File: src/hw/rtl/ccbd_pkg.sv
// Shared types and constants for the CPU bus decoder.
// Holds the memory map bounds, target codes and the decode struct.
// No dependencies.
`timescale 1ns / 1ps

package ccbd_pkg;

  localparam int WORK_RAM_DEPTH_DEF = 2048;
  localparam int SAVE_RAM_DEPTH_DEF = 8192;

  localparam logic [15:0] WORK_RAM_LAST = 16'h1FFF;
  localparam logic [15:0] PPU_LAST      = 16'h3FFF;
  localparam logic [15:0] OAM_DMA_ADDR  = 16'h4014;
  localparam logic [15:0] APU_STATUS    = 16'h4015;
  localparam logic [15:0] PAD_ZERO_PORT = 16'h4016;
  localparam logic [15:0] PAD_ONE_PORT  = 16'h4017;
  localparam logic [15:0] IO_LAST       = 16'h401F;
  localparam logic [15:0] EXP_LAST      = 16'h5FFF;
  localparam logic [15:0] SAVE_LAST     = 16'h7FFF;

  localparam logic [2:0] PPU_INDEX_MASK = 3'h7;

  typedef enum logic [2:0] {
    TGT_WORK = 3'd0,
    TGT_PPU  = 3'd1,
    TGT_APU  = 3'd2,
    TGT_PAD  = 3'd3,
    TGT_DMA  = 3'd4,
    TGT_NONE = 3'd5,
    TGT_SAVE = 3'd6,
    TGT_CART = 3'd7
  } target_t;

  // Decoded request: where it goes and which local resources it touches.
  typedef struct packed {
    target_t     target;
    logic [15:0] fwd_addr;
    logic [7:0]  fwd_data;
    logic        work_en;
    logic        save_en;
    logic        wr;
    logic        pad_wr;
    logic        pad_rd0;
    logic        pad_rd1;
  } dec_t;

endpackage

File: src/hw/rtl/ccbd_pad.sv
// Pad port logic: strobe register and the two button shift registers.
// Depends on ccbd_pkg for the decode struct.
`timescale 1ns / 1ps

module ccbd_pad (
  input  logic           clk,
  input  logic           rst_n,
  input  logic           accept,
  input  ccbd_pkg::dec_t dec,
  input  logic [7:0]     wdata,
  input  logic [7:0]     buttons0,
  input  logic [7:0]     buttons1,
  output logic [7:0]     rd_data
);

  logic       strobe_r, strobe_nxt;
  logic [7:0] shift0_r, shift0_nxt;
  logic [7:0] shift1_r, shift1_nxt;

  always_comb begin
    strobe_nxt = strobe_r;
    shift0_nxt = shift0_r;
    shift1_nxt = shift1_r;
    rd_data    = 8'd0;
    if (dec.pad_rd0) begin
      rd_data = {7'd0, strobe_r ? buttons0[0] : shift0_r[0]};
    end else if (dec.pad_rd1) begin
      rd_data = {7'd0, strobe_r ? buttons1[0] : shift1_r[0]};
    end
    if (accept) begin
      if (dec.pad_wr) begin
        strobe_nxt = wdata[0];
        // latch buttons on the falling strobe
        if (strobe_r && !wdata[0]) begin
          shift0_nxt = buttons0;
          shift1_nxt = buttons1;
        end
      end
      if (dec.pad_rd0 && !strobe_r) begin
        shift0_nxt = {1'b0, shift0_r[7:1]};
      end
      if (dec.pad_rd1 && !strobe_r) begin
        shift1_nxt = {1'b0, shift1_r[7:1]};
      end
    end
  end

  always_ff @(posedge clk) begin
    if (!rst_n) begin
      strobe_r <= 1'b0;
      shift0_r <= 8'd0;
      shift1_r <= 8'd0;
    end else begin
      strobe_r <= strobe_nxt;
      shift0_r <= shift0_nxt;
      shift1_r <= shift1_nxt;
    end
  end

endmodule

File: config.mk
export PLATFORM = sky130hd
export DESIGN_NAME = ccbd_pad
export DESIGN_NICKNAME = d
export VERILOG_FILES = /design/src/hw/rtl/ccbd_pkg.sv /design/src/hw/rtl/ccbd_pad.sv
export SDC_FILE = /design/constraint.sdc
export NUM_CORES = 1
export LEC_CHECK = 0
export ABC_AREA = 1
export BUFFER_PORTS_ARGS = -buffer_cell sky130_fd_sc_hd__buf_2
export CAP_MARGIN = 20
export CELL_PAD_IN_SITES_DETAIL_PLACEMENT = 1
export CELL_PAD_IN_SITES_GLOBAL_PLACEMENT = 2
export CORE_MARGIN = 2
export CORE_UTILIZATION = 21
export CTS_BUF_LIST = sky130_fd_sc_hd__clkbuf_4
export CTS_CLUSTER_DIAMETER = 80
export CTS_CLUSTER_SIZE = 24
export DETAILED_ROUTE_END_ITERATION = 10
export HOLD_SLACK_MARGIN = 0.12
export PLACE_DENSITY = 0.83
export SLEW_MARGIN = 30
export SYNTH_ARGS = -nofsm -noshare
export SYNTH_HDL_FRONTEND = slang
export SYNTH_SLANG_ARGS = --single-unit
File: constraint.sdc
create_clock -name clk -period 2.1 [get_ports clk]
set_input_delay 0.21 -clock clk [delete_from_list [all_inputs] [get_ports clk]]
set_output_delay 0.21 -clock clk [all_outputs]
set_load 0.03 [all_outputs]
======== Yosys cells after proc, flatten, opt, wreduce, memory -nomap -nowiden ========
Cells that the tools add are included.
storage, ports and cells
  logic and storage cells ................. 25
  output and inout bits ................... 8
  register bits after elaboration ......... 17
operators by class
  reduce and logical (&&, ||, !) cells .... 12
  multiplexer cells ....................... 10
operators by type and width
  operator             number
  8-bit 2-to-1 mux     6
  2-bit nonzero test   4
  3-bit AND reduction  2
  1-bit 2-to-1 mux     4
  1-bit logical AND    3
  1-bit logical NOT    2
  2-bit AND reduction  1

======== Logic depth before layout (Yosys ltp) ========
Gate-level depths: netlist (run 1).
  word-level depth ........................ 5
  gate-level depth with buffers ........... 8
  gate-level depth less buffers ........... 7

======== Worst setup path after synthesis (run 1) ========
Ideal clock, no wire load.
  path kind ............................... reg2out
  from .................................... register strobe_r
  to ...................................... output port rd_data[0]
  setup slack ............................. 0.912 ns
  arrival time ............................ 0.978 ns
  cell stages (with the launch flop) ...... 5
  cell sequence ........................... dfxtp_1 nand2_1 o21ai_0 a21oi_1 nor2_1
between the ends
  longest elaborated chain between the ends .. 3
ends and longest elaborated chain
  element                   RTL line        text
  start: declaration        ccbd_pad.sv:16  logic strobe_r, strobe_nxt;
  start signal: assignment  ccbd_pad.sv:54  strobe_r <= strobe_nxt;
  1-bit 2-to-1 mux          ccbd_pad.sv:28  rd_data = {7'd0, strobe_r ? buttons1[0] : shift1_r[0]};
  1-bit 2-to-1 mux          ccbd_pad.sv:27  end else if (dec.pad_rd1) begin
  1-bit 2-to-1 mux *        ccbd_pad.sv:25  if (dec.pad_rd0) begin
  end: declaration          ccbd_pad.sv:13  output logic [7:0] rd_data
Mark *: on every way between the ends. The rest lies on a longest branch, timed or not.

======== Worst setup path in the final report (run 1) ========
Ends and elaborated chain as after synthesis.

==> key figures, run 1 <==
Placed design
  – Inst Count DP: between 200 and 250
  – Buffers on Ports: 23
  – Routability Congestion: just over 0.7
  – HPWL Detailed: 1.73 mm

Global route
  – Largest net degree at the start of global routing: 18
  – All-Layer GR Usage: 9.36%
  – Total grt overflow: 0
  – Initial antenna violation count: 0
  – Global-route wire length before repair: roughly 3.9 mm
  – Vias in the first global route: about 930

Logic synthesis
  – Synthesized area: roughly 990 sq um
  – Post-synth top cells: nand2_1, nor2_1, dfxtp_1
  – Post-synth ARST share: 0%
  – Synth top area cells: dfxtp_1, nand2_1, nor2_1, o21ai_0, buf_4
  – Post-synth EDFFs: 0
  – Count leader, synth: nand2_1
  – Syn avg cell area: approximately 6.2 sq um
  – Distinct cells, synth: 15
  – Sequential fraction of the synthesis area: roughly 34%
  – Yosys top cell by area: dfxtp_1
  – Cells after Synth: around 160
  – Share of the synthesized area in the top cell type: between 30% and 40%
  – Main flop type after synthesis: dfxtp_1
  – Synth warn: 0
  – FF+latch count, synth: 17

Clock network
  – Sink Count: 17
  – Skew-Pair Late Insertion Delay: 300 ps
  – CTS clk-pin slew, worst paths: approximately 110 ps
  – CTS tree: built
  – Post-CTS sizing: 0
  – Num CTS Buffers: 3
  – Total number of H-tree levels: 1
  – Post-CTS setup buffers: 0
  – CTS Buffer Depth: 2
  – Post-CTS Hold Buffers: 0
  – Clock root cell: clkbuf_4

Setup path
  – Buffers & Inverters on Critical Path: 1
  – CP max stage delay: between 400 and 500 ps
  – Crit path kind: reg2out
  – Max FO, Critical Path: 6
  – CP Cell Sequence: nand2_1 > o21ai_0 > a21oi_1 > nor2_1 > buf_2
  – Critical path data arrival time: roughly 1300 ps
  – Startpoint types: flop
  – CP delay by family, top: flip-flops
  – Slowest-stage cell, CP: dfxtp_1
  – CP endpoint kind: output port
  – CP required: 1890 ps

Cells and area
  – Ratio of cells with drive above 1 in the final layout: between 10% and 20%
  – Antenna cells: 0
  – Non-filler cells, final: between 200 and 250
  – Final nets: between 200 and 250
  – Area growth, synth to finish: 13.5%

Drt
  – Antenna viol nets, final: 0
  – Residual DRC count: 0
  – 1st-iter DRT viols: 37
  – Per-cell routed wire length: slightly below 10 um
  – Via density: 4.04
  – Pre-Repair DR Iteration Count: 4
  – WL final: roughly 2.3 mm
  – Via count: approximately 930

Worst hold path
  – Worst min-delay path category: in2reg

Timing
  – Final Hold Fails: 0
  – Fin Hold WS: 183 ps
  – Slew Limit Fails: 0
  – Tmin final: roughly 1500 ps
  – Unrepaired setup endpoints after global routing: no
  – Max frequency: about 700 MHz
  – Period utilisation layout: 69.7%
  – Setup violations, final: 0
  – Setup Skew: 8.74 ps
  – Setup TNS: 0 ps

Flow run
  – Max Cap Violations: 0

Floorplan
  – Row count: 24
  – Die X: 72.7 um
  – Die ar.: approximately 5300 sq um
  – Core area: around 4400 sq um
  – Top-Level Pins: between 60 and 70
  – Initial Util: approximately 22%
  – Die Height: roughly 73 um

Power
  – Sw frac: 31.8%
  – Clock Power Share: 26.9%
  – Static leakage: 0.613 nW
  – Comb power frac: between 20% and 30%
  – Seq pwr share: between 40% and 50%
  – Int Pwr: 0.491 mW
  – Pwr per Cell Area: between 600 and 700 nW/um^2
  – Max VDD drop: between 0.2 and 0.3 mV
  – Net switching power: approximately 0.23 mW

Status
  – Status: finished, final reports clean
-- power by group through the flow --
stage               sequential, mW  combinational [mW]  clock [mW]
floorplan                    0.361               0.143           0
global placement             0.363               0.171           0
detailed placement           0.364               0.174           0
CTS                          0.356               0.175       0.208
global route                 0.359               0.201       0.219
finish                       0.356               0.170       0.193
-- layer usage --
metal / GRT usage, % / share of wire, %
met5: 0 / 0
met4: 1.23 / 0.26
met3: 3.31 / 5.3
met2: 16.8 / 48
met1: 11.0 / 46
-- cell families (layout without fill, tap and decap cells) --
kind of cell | Yosys count | in the layout | share of synthesized area, %
and+or+nand+nor | 92 | 92 | 39.1
buffers and inverters | 29 | 43 | 16.1
AOI/OAI and AO/OA | 20 | 20 | 10.1
DFF | 17 | 17 | 34.4
other | 1 | 7 | 0.379
-- stage by stage --
| stage | setup slack, ps | util [%] | power, mW | instance area (sq um) |
|---|---|---|---|---|
| after global placement | 843 | 24.6 | 0.534 | 1090 |
| after floorplan | 912 | - | 0.504 | 1010 |
| after detailed placement | 814 | 24.6 | 0.538 | 1090 |
| after global routing | 489 | 25.3 | 0.778 | 1120 |
| after CTS | 594 | 25.3 | 0.739 | 1120 |
| final | 636 | 25.3 | 0.720 | 1120 |
-- cell usage in the layout, fill, tap and decap left out --
cell,netlist,routed
nand2_1,50,50
nor2_1,31,31
buf_2,1,23
dfxtp_1,17,17
inv_1,15,15
o21ai_0,15,15
conb_1,1,7
a21oi_1,5,5
nand3_1,5,5
nand2_4,4,4
clkbuf_4,0,4
nand2_2,2,2
inv_2,1,1
-- cell type report --
class                   count  area [sq um]
fillers                   591          3320
multi-input cells         119           513
flip-flops and latches     17           340
repair buffers             23           115
well taps                  52          65.1
inverters                  16          60.1
clock buffers               4          30.0
-- sequential cells by signal, indices dropped and copies added (netlist names) --
name and cells:
strobe_r 1, shift0_r 8, shift1_r 8
-- path summary, 6_finish.rpt --
check,start,endpoint,slack [ps],cells after the start
min,dec[2],strobe_r,180,3
max reg2reg,strobe_r,shift1_r[3],820,7
min reg2reg,shift0_r[7],shift0_r[7],510,2
max,strobe_r,rd_data[0],640,5
-- worst reg2reg max path: cells and delay by family, from the launching register on --
kind / cells / cell delay, ps
simple gates: 6 / 610
flops: 1 / 440
buf+inv: 1 / 120
No activity file was read; power rests on OpenSTA's default activity.
==> run 2, diff against run 1 <==
ABC_AREA = 0   (was 1)
PLACE_DENSITY = 0.75   (was 0.83)
clock period = 1.3 ns   (was 2.1 ns; I/O delays follow)
==> run 2 against run 1 <==
Net effect:
- the flow now finishes with violations (setup timing)
- clock power increased by 60%
- largest power group unchanged
- sequential share of layout area decreased by 5.2 points
- die area increased by 11%
- worst setup slack got worse by 690 ps
- via count increased by 2.7%
- clock skew decreased by 4.6 ps
- wire length increased by 14%
- cell count decreased by 3.5%
- critical path depth decreased by 1
- register-to-register slack got worse by 740 ps
- non-clock buffer count increased by 9
- combinational power increased by 75%
==> key figures, run 2 <==
Drt
  – WL final: approximately 2.6 mm
  – Pre-Repair DR Iteration Count: 4
  – Via count: between 900 and 1,000
  – Residual DRC count: 0
  – Antenna viol nets, final: 0
  – Met2 wire len: approximately 1.2 mm
  – 1st-iter DRT viols: 38
  – Per-cell routed wire length: around 12 um
  – Wire length on met1: 1.23 mm
  – Met3 WL: between 100 and 150 um
  – Via density: roughly 4.3
  – Max Used Layer: met4

Timing
  – Final WS setup: -51.1 ps
  – Slew Limit Fails: 0
  – Setup violations, final: 1
  – Max frequency: approximately 740 MHz
  – Final Hold Fails: 0
  – Tmin final: approximately 1400 ps
  – Fin Hold WS: between 100 and 150 ps
  – Period utilisation layout: 104%
  – Unrepaired setup endpoints after global routing: yes
  – Setup Skew: 4.09 ps

Clock network
  – Skew-Pair Late Insertion Delay: slightly below 300 ps
  – Num CTS Buffers: 3
  – Total number of H-tree levels: 1
  – CTS Buffer Depth: 2
  – Sink Count: 17
  – Clock root cell: clkbuf_4
  – CTS tree: built
  – CTS clk-pin slew, worst paths: around 100 ps

Setup path
  – CP endpoint kind: output port
  – CP required: roughly 1200 ps
  – Reg-to-reg slack, setup: 80 ps
  – Crit path kind: reg2out
  – Critical path data arrival time: between 1000 and 1500 ps
  – Max FO, Critical Path: 4
  – Startpoint types: flop

Logic synthesis
  – Synth warn: 0
  – Share of the synthesized area in the top cell type: between 30% and 40%
  – Post-synth ARST share: 0%
  – Sequential fraction of the synthesis area: between 30% and 40%
  – Synth top area cells: dfxtp_1, nor3_2, nand2b_1, o22ai_1, o21ai_0
  – FF+latch count, synth: 17
  – Count leader, synth: nor3_2
  – Distinct cells, synth: 22
  – Main flop type after synthesis: dfxtp_1
  – Syn avg cell area: about 8.6 sq um
  – Post-synth top cells: nor3_2, dfxtp_1, o21ai_0
  – Cells after Synth: about 130
  – Synthesized area: 1110 sq um
  – Yosys top cell by area: dfxtp_1
  – Post-synth EDFFs: 0

Flow run
  – Max Cap Violations: 0

Global route
  – Total grt overflow: 0
  – Largest net degree at the start of global routing: 30
  – All-Layer GR Usage: 9.47%
  – Initial antenna violation count: 0
  – Global-route wire length before repair: about 4.5 mm
  – Vias in the first global route: ~940

Cells and area
  – Commonest non-fill, non-tap cell in the layout: buf_2
  – Regs by FF count: shift0_r: 8 flops, shift1_r: 8 flops, strobe_r: 1 flops
  – Area growth, synth to finish: 23.9%
  – Final core utilization: between 20 and 30%
  – Ratio of cells with drive above 1 in the final layout: 40.5%
  – Antenna cells: 0
  – Final nets: about 210
  – Commonest cells after routing, fill and taps aside: buf_2, nor3_2, o22ai_1, dfxtp_1, nand2b_1
  – Fin area: 1370 sq um

Placed design
  – Buffers on Ports: 23
  – Routability Congestion: around 0.66
  – Cell area after placement: around 1300 sq um
  – HPWL Detailed: ~1.8 mm
  – Pre-CTS setup slack: around 2.1 ps

Power
  – Static leakage: between 0.5 and 0.6 nW
  – Max VDD drop: between 0.4 and 0.5 mV
  – Comb power frac: 25.3%
  – Overall power: between 1 and 1.5 mW
  – Seq pwr share: between 40 and 50%
  – Int Pwr: a little over 0.8 mW
  – Sw frac: around 30%
  – Pwr per Cell Area: approximately 860 nW/um^2
  – Net switching power: 0.352 mW
  – Clock Power Share: between 20% and 30%

Floorplan
  – Top-Level Pins: 68
  – Row count: 26
  – Die Height: about 77 um
  – Die ar.: between 5000 and 6000 sq um
  – Initial Util: a little over a fifth
  – Die X: between 70 and 80 um
  – Core area: approximately 5000 sq um

Worst hold path
  – Worst min-delay path category: in2reg

Status
  – Failing checks: setup timing
  – Status: finished, violations left
[run 2: cell types whose count changed in the layout (fill, tap and decap cells not counted), moves of 5 or more]
cell / delta
a21oi_1: -5
inv_1: -14
nand2_1: -44
nand2b_1: +15
nor2_1: -31
nor3_1: +8
nor3_2: +20
o21ai_1: +5
o22ai_1: +16
[run 2: power by group through the flow]
stage,clock [mW],combinational [mW],sequential (mW)
floorplan,0,0.228,0.578
global placement,0,0.274,0.585
detailed placement,0,0.277,0.586
CTS,0.327,0.296,0.572
global route,0.348,0.334,0.577
finish,0.308,0.298,0.572
[run 2: cell families (layout without fill, tap and decap cells)]
family	Yosys count	count (layout)	share of synthesized area (%)
AND/OR/NAND/NOR	56	56	37.2
flip-flops	17	17	30.8
buffers and inverters	18	37	12.2
AO/OA/AOI/OAI	34	34	17.4
other	1	7	0.339
multiplexers	2	2	2.04
[run 2: what timing repair did]
| item | CTS | global route |
|---|---|---|
| endpoints found under the setup margin | 2 | 11 |
| setup buffers | 2 | 0 |
| hold buffers | 3 | 0 |
| resized for setup | 5 | 10 |
| pin swaps | 2 | 1 |
| endpoints found under the hold margin | 3 | 0 |
[run 2: path summary, 6_finish.rpt]
kind                                   from  depth (start not counted)           to
worst max-delay path               strobe_r                          4   rd_data[0]
worst min-delay path            buttons1[0]                          3  shift1_r[0]
worst max register to register     strobe_r                          5  shift0_r[3]
worst min register to register  shift1_r[7]                          2  shift1_r[7]
[run 2: metrics by stage]
step	TNS, ps	cells
floorplan	0	134
global placement	0	214
detailed placement	0	214
CTS	-86.6	223
global route	-204	223
finish	-51.1	223
[run 2: critical path: stages (launching register included)]
cell	delay, ps
dfxtp_4	380
mux2_4	300
nand2_2	70
o21ai_2	50
buf_6	130
[run 2: routing by layer]
metal  GRT usage (%)  vias up
met2            15.0       18
met3            2.84        2
met4            1.09        0
met1            13.0      442
met5               0        -
li1                -      497
[run 2: area by class of cell]
class / instances / area, sq um
clock buffers: 4 / 30.0
fillers: 626 / 3740
inverters: 1 / 3.75
multi-input cells: 99 / 671
flip-flops and latches: 17 / 344
well taps: 70 / 87.6
repair buffers: 32 / 234
