## src/hw/rtl/ccbd_pkg.sv

```systemverilog
// Shared types and constants for the CPU bus decoder.
// Holds the memory map bounds, target codes and the decode struct.
// No dependencies.
`timescale 1ns / 1ps

package ccbd_pkg;

  localparam int WORK_RAM_DEPTH_DEF = 2048;
  localparam int SAVE_RAM_DEPTH_DEF = 8192;

  localparam logic [15:0] WORK_RAM_LAST = 16'h1FFF;
  localparam logic [15:0] PPU_LAST      = 16'h3FFF;
  localparam logic [15:0] OAM_DMA_ADDR  = 16'h4014;
  localparam logic [15:0] APU_STATUS    = 16'h4015;
  localparam logic [15:0] PAD_ZERO_PORT = 16'h4016;
  localparam logic [15:0] PAD_ONE_PORT  = 16'h4017;
  localparam logic [15:0] IO_LAST       = 16'h401F;
  localparam logic [15:0] EXP_LAST      = 16'h5FFF;
  localparam logic [15:0] SAVE_LAST     = 16'h7FFF;

  localparam logic [2:0] PPU_INDEX_MASK = 3'h7;

  typedef enum logic [2:0] {
    TGT_WORK = 3'd0,
    TGT_PPU  = 3'd1,
    TGT_APU  = 3'd2,
    TGT_PAD  = 3'd3,
    TGT_DMA  = 3'd4,
    TGT_NONE = 3'd5,
    TGT_SAVE = 3'd6,
    TGT_CART = 3'd7
  } target_t;

  // Decoded request: where it goes and which local resources it touches.
  typedef struct packed {
    target_t     target;
    logic [15:0] fwd_addr;
    logic [7:0]  fwd_data;
    logic        work_en;
    logic        save_en;
    logic        wr;
    logic        pad_wr;
    logic        pad_rd0;
    logic        pad_rd1;
  } dec_t;

endpackage

```

## src/hw/rtl/ccbd_decode.sv

```systemverilog
// Address decoder: maps one bus request onto the standard memory map.
// Depends on ccbd_pkg.
`timescale 1ns / 1ps

module ccbd_decode (
  input  logic          wr,
  input  logic [15:0]   addr,
  input  logic [7:0]    wdata,
  output ccbd_pkg::dec_t dec
);

  always_comb begin
    dec          = '0;
    dec.target   = ccbd_pkg::TGT_NONE;
    dec.wr       = wr;
    if (addr <= ccbd_pkg::WORK_RAM_LAST) begin
      dec.target  = ccbd_pkg::TGT_WORK;
      dec.work_en = 1'b1;
    end else if (addr <= ccbd_pkg::PPU_LAST) begin
      dec.target   = ccbd_pkg::TGT_PPU;
      dec.fwd_addr = {13'd0, addr[2:0] & ccbd_pkg::PPU_INDEX_MASK};
      dec.fwd_data = wr ? wdata : 8'd0;
    end else if (addr <= ccbd_pkg::IO_LAST) begin
      if (wr) begin
        if (addr == ccbd_pkg::OAM_DMA_ADDR) begin
          dec.target   = ccbd_pkg::TGT_DMA;
          dec.fwd_data = wdata;
        end else if (addr == ccbd_pkg::PAD_ZERO_PORT) begin
          dec.target = ccbd_pkg::TGT_PAD;
          dec.pad_wr = 1'b1;
        end else begin
          dec.target   = ccbd_pkg::TGT_APU;
          dec.fwd_addr = addr;
          dec.fwd_data = wdata;
        end
      end else begin
        if (addr == ccbd_pkg::APU_STATUS) begin
          dec.target   = ccbd_pkg::TGT_APU;
          dec.fwd_addr = addr;
        end else if (addr == ccbd_pkg::PAD_ZERO_PORT) begin
          dec.target  = ccbd_pkg::TGT_PAD;
          dec.pad_rd0 = 1'b1;
        end else if (addr == ccbd_pkg::PAD_ONE_PORT) begin
          dec.target  = ccbd_pkg::TGT_PAD;
          dec.pad_rd1 = 1'b1;
        end else begin
          dec.target = ccbd_pkg::TGT_NONE;
        end
      end
    end else if (addr <= ccbd_pkg::EXP_LAST) begin
      dec.target = ccbd_pkg::TGT_NONE;
    end else if (addr <= ccbd_pkg::SAVE_LAST) begin
      dec.target  = ccbd_pkg::TGT_SAVE;
      dec.save_en = 1'b1;
    end else begin
      dec.target   = ccbd_pkg::TGT_CART;
      dec.fwd_addr = addr;
      dec.fwd_data = wr ? wdata : 8'd0;
    end
  end

endmodule

```

## config.mk

```make
export PLATFORM = sky130hd
export DESIGN_NAME = ccbd_decode
export DESIGN_NICKNAME = d
export VERILOG_FILES = /design/src/hw/rtl/ccbd_pkg.sv /design/src/hw/rtl/ccbd_decode.sv
export SDC_FILE = /design/constraint.sdc
export NUM_CORES = 1
export LEC_CHECK = 0
export BUFFER_PORTS_ARGS = -buffer_cell sky130_fd_sc_hd__buf_2
export CAP_MARGIN = 25
export CORE_MARGIN = 8
export CORE_UTILIZATION = 34
export DETAILED_ROUTE_END_ITERATION = 16
export GPL_TIMING_DRIVEN = 1
export PLACE_DENSITY = 0.92
export SLEW_MARGIN = 25
export SYNTH_ARGS = -nofsm -noshare
export SYNTH_HDL_FRONTEND = slang
export SYNTH_SLANG_ARGS = --single-unit
export TNS_END_PERCENT = 50
```

## constraint.sdc

```tcl
create_clock -name vclk -period 3
set_input_delay 0.75 -clock vclk [all_inputs]
set_output_delay 0.75 -clock vclk [all_outputs]
set_load 0.02 [all_outputs]
```

---- Yosys cells after proc, flatten, opt, wreduce, memory -nomap -nowiden ----
Index checks and enable logic that the tools add are counted.
cells by class
  mux-type cells .......................... 36
  $lt $le $gt $ge ......................... 5
  eq/ne operators ......................... 4
operator list
  kind                    number
  $mux W24                4
  $eq A16 B15 Y1 const B  4
  $mux W27                2
  $le A16 B15 Y1 const B  3
  $mux W16                2
  $mux W3                 8
  $mux W8                 3
  $mux W19                1
  $le A16 B13 Y1 const B  1
  $le A16 B14 Y1 const B  1
  $mux W1                 13
  $mux W2                 3
storage, ports and cells
  register bits ........................... 0
  output and inout bits ................... 33
  input bits .............................. 25

---- Depth between registers and ports, before layout ----
Gate-level depths: netlist (run 1).
  word-level depth ........................ 8
  depth in mapped cells ................... 5
  gate-level depth less buffers ........... 4

---- Worst setup path after synthesis (run 1) ----
OpenSTA, ideal clock, no wires.
  path type ............................... input-to-output
  from .................................... input addr[14]
  to ...................................... output dec[2] (netlist bit)
  path buffers ............................ 1
  cell stages on the path ................. 5
  setup slack ............................. 0.220 ns
  data required time ...................... 2.250 ns
  data arrival time ....................... 2.030 ns
  cells stage by stage .................... buf_4 -> nand4b_1 -> or2_2 -> or3_1 -> nor2_1
RTL lines
  element             line              text
  start: declaration  ccbd_decode.sv:7  input logic [15:0] addr,
  end: declaration    ccbd_decode.sv:9  output ccbd_pkg::dec_t dec

==> results of run 1 <==
-- final cells by class --
class	count	area (µm²)	area share
Multi-Input combinational cell	60	429	0.551
Timing Repair Buffer	62	320	0.411
Tap cell	15	18.8	0.0241
Inverter	3	11.3	0.0144
-- routing by layer --
metal  track usage  vias up  part of all wire
met2         0.234       51              0.48
met5             0        -                 0
met4        0.0126        0             0.010
met3        0.0476        2              0.16
met1         0.149      323              0.35
li1              -      355                 -
-- power groups by stage --
stage | sequential [W] | clock (W) | combinational, W
global placement | 0 | 0 | 0.000113
detailed placement | 0 | 0 | 0.000116
finish | 0 | 0 | 0.000116
global route | 0 | 0 | 0.000126
CTS | 0 | 0 | 0.000116
floorplan | 0 | 0 | 0.0000683
-- cell families (layout without fill, tap and decap cells) --
group | after synthesis | count (layout)
simple gates | 44 | 44
compound gates | 15 | 15
buf+inv | 9 | 65
xor+xnor | 1 | 1
-- Yosys cell counts --
cell type  count  share of area
nor2b_1        1          0.013
inv_1          3          0.024
o221a_2        2          0.048
clkbuf_1       3          0.024
nand3_1        1          0.011
nor3_2         1          0.021
nand4_2        1          0.027
xor2_1         1          0.019
nor3_1         2          0.021
o21ai_0        2          0.021
o311ai_0       1          0.019
o211a_1        2          0.043
and2_1        16           0.21
o22a_1         2          0.038
a22o_1         1          0.019
buf_6          1          0.024
nor2_1         8          0.064
a221oi_2       1          0.032
and2_2         1          0.016
or3_1          1          0.013
nand4b_1       1          0.019
a21o_2         1          0.019
buf_4          2          0.032
a21oi_1        3          0.032
and3_2         1          0.016
or2_2          1          0.013
nand2_1        6          0.048
nor4_4         2          0.091
nor3b_1        1          0.016
-- worst paths after layout --
| check | end | slack [ps] | depth (start not counted) |
|---|---|---|---|
| worst max-delay path | dec[6] | 90 | 6 |
| worst min-delay path | dec[3] | 1810 | 2 |
-- critical path, stage by stage --
cell and delay [ps]:
buf_2 120, nor4_4 340, nand4_2 190, a221oi_4 410
and2_1 190, buf_2 160
-- cells in the final DEF (no fill, tap or decap) --
master / Yosys / layout
a22o_1: 1 / 1
nand4b_1: 1 / 1
buf_2: 0 / 58
nor4_4: 2 / 2
a21o_2: 1 / 1
and2_2: 1 / 1
nand4_2: 1 / 1
inv_1: 3 / 3
and2_1: 16 / 16
o311ai_0: 1 / 1
nor3b_1: 1 / 1
nor3_2: 1 / 1
nand2_1: 6 / 6
o211a_1: 2 / 2
or2_2: 1 / 1
nor2b_1: 1 / 1
nand3_1: 1 / 1
buf_4: 2 / 4
a21oi_1: 3 / 3
o21ai_0: 2 / 2
nor3_1: 2 / 2
nor2_1: 8 / 8
and3_2: 1 / 1
a221oi_4: 0 / 1
or3_1: 1 / 1
o221a_2: 2 / 2
o22a_1: 2 / 2
xor2_1: 1 / 1
-- stage by stage --
step	total power, W	setup TNS, ps	cells	instance area (µm²)
floorplan	0.0000683	0	69	467
global placement	0.000113	0	140	768
detailed placement	0.000116	0	140	768
CTS	0.000116	0	140	768
global route	0.000126	-5.54	140	779
finish	0.000116	0	140	779
-- timing repair --
item / CTS / global route
gates resized for setup: 0 / 1
hold buffers: 0 / 0
setup buffers: 0 / 0
setup endpoints to repair: 0 / 8
==> key figures, run 1 <==
Placed design
  • Hpwl dp: 1.71 mm
  • IO Port Bufs: 58
  • Place WS: 35.9 ps
  • Placer Congestion: 0.876

Global routing
  • Initial antenna violation count: 0
  • Largest net degree at the start of global routing: 21
  • GRT Resource Usage Total: 0.131
  • First-pass GRT wire length: 3.05 mm
  • Gr ovfl total: 0
  • Number of global-route vias before repair: 710

Synth
  • Synth Area in Compound Gates: 0.271
  • Yosys cell types: 29
  • Synthesized cell area: 467 µm²
  • Mux contribution to synthesized area: 0
  • Yosys warns: 0
  • Syn nets: 94
  • Largest family of logic cells by synthesized area: simple AND/OR/NAND/NOR gates
  • Post-synthesis xor/xnor area fraction: 0.0188
  • Adder-cell share of the synthesized area: 0
  • Simple-Gate Fraction of Synth Area: 0.606
  • Sequential share of the synthesized area: 0
  • Mapped Cells: 69
  • Avg Cell Area, Syn: 6.76 µm²

Route
  • Residual DRC: 0
  • Antenna Nets Post-Route: 0
  • Routed via count: 731
  • Pre-Repair DR Iteration Count: 4
  • Vias per Instance: 5.22
  • Routed WL per cell: 14.4 µm
  • Initial DRC Count: 18
  • WL final: 2.01 mm

STA
  • Achievable Freq: 344 MHz
  • Fin crit share: 0.969
  • Final hold vios: 0
  • Rel. slew slack: 0.718
  • Final Critical Period: 2910 ps
  • Least-Margin Pin Slew: 418 ps
  • Count of final setup violators: 0
  • Slew Limit Fails: 0
  • WHS: 1810 ps
  • Worst setup margin: 93.0 ps

Floorplanning
  • Io pins: 58
  • Die Wd: 53.1 µm
  • Core ar.: 1280 µm²
  • Die Ht: 53.1 µm
  • Number of cell rows: 13
  • DIE AREA: 2810 µm²
  • Starting Density: 0.363

Min path
  • Min-delay src: wr
  • Hold WC Path Type: in -> out

Finish
  • CLK BUF: 0
  • Fraction of layout cells with a size suffix above 1: 0.584
  • Synth-to-Final Area Change: 67.0%
  • Final core occ: 0.607
  • Ant diodes: 0
  • Seq cells: 0
  • # nets final: 152
  • Sequential Area: 0 µm²
  • Final-layout fill cell count: 123

Run status
  • Status: finished clean

Run
  • # Max-Cap Violations: 0

Pwr
  • Sw Ratio: 0.602
  • Pwr Density: 149 nW/µm²
  • Psw: 0.0000701 W
  • LEAKAGE: 0.457 nW
  • Max VDD drop: 0.0000843 V
  • Seq pwr share: 0
  • Power share of the combinational group: 1.000
  • Clock power frac: 0
  • P_int: 0.0000464 W

Setup path
  • CP Max Fanout: 8
  • CP startpoint: addr[15]
  • Req. time, crit path: 2250 ps
  • Crit end category: output port
  • CP startpoint kind: input pin
  • Critical Path AT: 2160 ps
  • Type of the worst setup path: in -> out
Note: power is estimated with default switching activity, not from simulation.
==> run 2: changes to the inputs <==
--- a/config.mk
+++ b/config.mk
@@ -10,7 +10,6 @@
 export CORE_MARGIN = 8
 export CORE_UTILIZATION = 34
 export DETAILED_ROUTE_END_ITERATION = 16
-export GPL_TIMING_DRIVEN = 1
 export PLACE_DENSITY = 0.92
 export SLEW_MARGIN = 25
 export SYNTH_ARGS = -nofsm -noshare
==> constraint.sdc (replaced) <==
create_clock -name vclk -period 3.1
set_input_delay 0.775 -clock vclk [all_inputs]
set_output_delay 0.775 -clock vclk [all_outputs]
set_load 0.02 [all_outputs]
==> key figures, run 2 (synthesis results as in run 1) <==
Run status
  • Status: finished clean

Finish
  • Commonest non-fill, non-tap cell in the layout: buf_2
  • Seq cells: 0 (unchanged)
  • Ant diodes: 0 (unchanged)
  • Fraction of layout cells with a size suffix above 1: 0.584 (unchanged)
  • # nets final: 152 (unchanged)
  • CLK BUF: 0 (unchanged)
  • Synth-to-Final Area Change: 67.0% (unchanged)
  • Sequential Area: 0 µm² (unchanged)
  • Final-layout fill cell count: 123 (unchanged)
  • Commonest non-fill, non-tap cells in the layout: buf_2, and2_1, nor2_1

Route
  • WL final: 1.93 mm (-4.2%)
  • Antenna Nets Post-Route: 0 (unchanged)
  • Initial DRC Count: 15 (-3)
  • Residual DRC: 0 (unchanged)
  • Vias per Instance: 5.12 (-1.9%)
  • Routed WL per cell: 13.8 µm (-4.2%)
  • Routed via count: 717 (-1.9%)
  • Pre-Repair DR Iteration Count: 4 (unchanged)

Global routing
  • Initial antenna violation count: 0 (unchanged)
  • Largest net degree at the start of global routing: 21 (unchanged)
  • Grt met1 use: 0.147 (-0.00157)
  • Met2 usage: 0.236 (+0.00195)
  • Number of global-route vias before repair: 708 (-0.28%)
  • GRT Resource Usage Total: 0.129 (-0.00167)
  • Gr ovfl total: 0 (unchanged)
  • First-pass GRT wire length: 3.02 mm (-0.89%)
  • M3 GR Usage: 0.0476 (unchanged)
  • GRT busiest layer: met2

STA
  • RSZ-0062 raised after global routing: no
  • Fin crit share: 0.953
  • Achievable Freq: 338 MHz
  • Slew Limit Fails: 0 (unchanged)
  • Rel. slew slack: 0.705 (-0.0129)
  • Final Critical Period: 2960 ps
  • Least-Margin Pin Slew: 437 ps (+19.1 ps)
  • TNS Setup: 0 ps (unchanged)
  • Final hold vios: 0 (unchanged)
  • Count of final setup violators: 0 (unchanged)

Placed design
  • Hpwl dp: 1.69 mm (-1.3%)
  • IO Port Bufs: 58 (unchanged)
  • Placer Congestion: 0.876 (unchanged)

Floorplanning
  • Starting Density: 0.363 (unchanged)
  • Die Wd: 53.1 µm (unchanged)
  • Io pins: 58 (unchanged)
  • DIE AREA: 2810 µm² (unchanged)
  • Die Ht: 53.1 µm (unchanged)
  • Number of cell rows: 13 (unchanged)
  • Core ar.: 1280 µm² (unchanged)

Pwr
  • P_int: 0.0000449 W (-3.3%)
  • Seq pwr share: 0 (unchanged)
  • LEAKAGE: 0.457 nW (unchanged)
  • Max VDD drop: 0.0000773 V (-8.3%)
  • Pwr Density: 144 nW/µm² (-3.4%)
  • Clock power frac: 0 (unchanged)
  • Power share of the combinational group: 1.000 (about the same)
  • Psw: 0.0000677 W (-3.5%)
  • Total Power: 0.000113 W (-3.4%)
  • Sw Ratio: 0.601 (about the same)

Setup path
  • CP Max Fanout: 8 (unchanged)
  • Type of the worst setup path: in -> out
  • Critical path's largest stage delay: 420 ps (about the same)
  • CP startpoint: addr[15]
  • CP startpoint kind: input pin
  • Crit end category: output port
  • Req. time, crit path: 2320 ps (+70 ps)
  • Worst-path cell chain: buf_2 > nor4_4 > nand4_2 > a221oi_4 > and2_1 > buf_2
  • Crit-path most repeated cell: buf_2
  • Critical Path AT: 2180 ps (+20 ps)
  • Crit path max-delay cell type: a221oi_4

Clock tree
  • Cts repair resizes: 0 (unchanged)
  • Post-CTS setup repair buffer count: 0 (unchanged)
  • CTS Hold Bufs: 0 (unchanged)

Run
  • # Max-Cap Violations: 0 (unchanged)

Min path
  • Hold WC Path Type: in -> out
  • Min-delay src: wr
## run 2: path summary, 6_finish.rpt
kind / slack [ps] / to / cells after the start
min: 1860 / dec[3] / 2
max: 140 / dec[6] / 6
## run 2: layer usage
layer,part of all wire,vias up
li1,-,358
met1,0.35,314
met2,0.49,45
met3,0.16,0
met4,0,0
met5,0,-
## run 2: final cells by class
| class | instances | area [µm²] | share of cell area |
|---|---|---|---|
| Inverter | 3 | 11.3 | 0.0144 |
| Multi-Input combinational cell | 60 | 429 | 0.551 |
| Tap cell | 15 | 18.8 | 0.0241 |
| Timing Repair Buffer | 62 | 320 | 0.411 |
## run 2: stage by stage
step                std cells  utilization  hold slack (ps)  setup WS [ps]  cell area (µm²)
global placement          140        0.598             1850            165              768
global route              140        0.607             1880           70.9              779
CTS                       140        0.598             1860           82.9              768
detailed placement        140        0.598             1860           84.1              768
floorplan                  69            -             1600            270              467
finish                    140        0.607             1860            144              779
## run 2: worst max-delay path: cells and delay by family
family / cells / cell delay, ps
simple gates: 3 / 710
compound gates: 1 / 420
buf+inv: 2 / 280
## run 2: power by group through the flow
| stage | sequential, W | combinational [W] | clock (W) |
|---|---|---|---|
| after global routing | 0 | 0.000122 | 0 |
| after CTS | 0 | 0.000112 | 0 |
| after global placement | 0 | 0.000109 | 0 |
| after floorplan | 0 | 0.0000661 | 0 |
| final | 0 | 0.000113 | 0 |
| after detailed placement | 0 | 0.000112 | 0 |
==> run 3: changes to the inputs <==
--- a/config.mk
+++ b/config.mk
@@ -7,10 +7,12 @@
 export LEC_CHECK = 0
 export BUFFER_PORTS_ARGS = -buffer_cell sky130_fd_sc_hd__buf_2
 export CAP_MARGIN = 25
+export CELL_PAD_IN_SITES_DETAIL_PLACEMENT = 1
+export CELL_PAD_IN_SITES_GLOBAL_PLACEMENT = 1
 export CORE_MARGIN = 8
-export CORE_UTILIZATION = 34
+export CORE_UTILIZATION = 20
 export DETAILED_ROUTE_END_ITERATION = 16
-export PLACE_DENSITY = 0.92
+export PLACE_DENSITY = 0.95
 export SLEW_MARGIN = 25
 export SYNTH_ARGS = -nofsm -noshare
 export SYNTH_HDL_FRONTEND = slang
==> key figures, run 3 (synthesis results as in run 1) <==
Setup path
  • Type of the worst setup path: in -> out
  • Critical Path AT: 2190 ps (about the same)
  • CP startpoint: addr[10]
  • CP Max Fanout: 8 (unchanged)
  • CP startpoint kind: input pin
  • Req. time, crit path: 2320 ps (about the same)
  • Crit end category: output port

Floorplanning
  • DIE AREA: 4140 µm² (+47%)
  • Die Wd: 64.3 µm (+21%)
  • Number of cell rows: 17 (+4)
  • Io pins: 58 (unchanged)
  • Die Ht: 64.3 µm (+21%)
  • Starting Density: 0.211 (-0.152)
  • Core ar.: 2210 µm² (+72%)

Placed design
  • Placer Congestion: 0.889 (+1.4%)
  • Placed cell area: 792 µm² (+3.1%)
  • IO Port Bufs: 58 (unchanged)
  • Hpwl dp: 2.10 mm (+24%)

Min path
  • Hold path depth: 2 (unchanged)
  • Hold WC Path Type: in -> out
  • Min-delay src: wr

Finish
  • CLK BUF: 0 (unchanged)
  • Commonest non-fill, non-tap cell in the layout: buf_2
  • Area of the multi-input gates: 429 µm² (unchanged)
  • # nets final: 153 (+0.66%)
  • Commonest non-fill, non-tap cells in the layout: buf_2, and2_1, nor2_1
  • Fraction of layout cells with a size suffix above 1: 0.587 (+0.00330)
  • Synth-to-Final Area Change: 72.1%
  • Ant diodes: 0 (unchanged)
  • Final-layout fill cell count: 311 (+150%)
  • Sequential Area: 0 µm² (unchanged)
  • Seq cells: 0 (unchanged)
  • Final Cell Area: 803 µm² (+3.0%)
  • Final core occ: 0.363 (-0.243)

STA
  • Least-Margin Pin Slew: 432 ps (-5.59 ps)
  • TNS Setup: 0 ps (unchanged)
  • RSZ-0062 raised after global routing: no
  • Fin crit share: 0.956 (+0.00259)
  • Achievable Freq: 337 MHz (-0.27%)
  • Final Critical Period: 2960 ps (+8.04 ps)
  • Rel. slew slack: 0.709 (+0.00378)
  • Final hold vios: 0 (unchanged)
  • Slew Limit Fails: 0 (unchanged)
  • Count of final setup violators: 0 (unchanged)

Clock tree
  • CTS Hold Bufs: 0 (unchanged)
  • Post-CTS setup repair buffer count: 0 (unchanged)
  • Cts repair resizes: 0 (unchanged)

Global routing
  • Initial antenna violation count: 0 (unchanged)
  • Largest net degree at the start of global routing: 21 (unchanged)
  • First-pass GRT wire length: 3.76 mm (+24%)
  • Gr ovfl total: 0 (unchanged)
  • GRT Resource Usage Total: 0.106 (-0.0235)
  • Number of global-route vias before repair: 797 (+13%)

Run status
  • Status: finished clean

Route
  • Initial DRC Count: 20 (+5)
  • Routed via count: 708 (-1.3%)
  • Pre-Repair DR Iteration Count: 4 (unchanged)
  • Residual DRC: 0 (unchanged)
  • Vias per Instance: 4.60 (-10%)
  • Antenna Nets Post-Route: 0 (unchanged)
  • WL final: 2.31 mm (+20%)
  • Routed WL per cell: 15.0 µm (+8.8%)

Pwr
  • Max VDD drop: 0.0000709 V (-8.3%)
  • Pwr Density: 144 nW/µm² (-0.46%)
  • LEAKAGE: 0.462 nW (+1.1%)

Run
  • # Max-Cap Violations: 0 (unchanged)
run 3: changes by cell type in the layout (fill, tap and decap cells not counted):
cell	before	now
buf_4	4	5
run 3: where the power goes:
part | internal, W | leakage, nW | total [W] | switching [W]
Combinational | 0.0000458 | 0.462 | 0.000115 | 0.0000696
Sequential | 0 | 0 | 0 | 0
Clock | 0 | 0 | 0 | 0
Total | 0.0000458 | 0.462 | 0.000115 | 0.0000696
run 3: critical path, cell delays in order:
cell and delay (ps):
buf_2 120, nor4_4 350, nand4_2 190, a221oi_4 400, and2_1 190, buf_2 160
run 3: metal layers:
metal | vias to the layer above | global-route usage | part of all wire
li1 | 356 | - | -
met1 | 312 | 0.115 | 0.39
met2 | 40 | 0.199 | 0.50
met3 | 0 | 0.0418 | 0.11
met4 | 0 | 0 | 0
met5 | - | 0 | 0
run 3: path summary, 6_finish.rpt:
path | slack (ps) | end
hold / removal | 1860 | dec[3]
setup / recovery | 140 | dec[11]
run 3: per-stage QoR:
stage | total power [W] | std cells | setup slack [ps] | hold slack [ps]
after floorplan | 0.0000661 | 69 | 270 | 1600
after global placement | 0.000111 | 154 | 165 | 1860
after detailed placement | 0.000116 | 154 | 69.1 | 1860
after CTS | 0.000116 | 154 | 60.1 | 1860
after global routing | 0.000126 | 154 | 15.4 | 1870
final | 0.000115 | 154 | 136 | 1860
run 3: cell type report:
class,instances,area share
inverters,3,0.0140
multi-input cells,60,0.534
repair buffers,63,0.408
well taps,28,0.0436
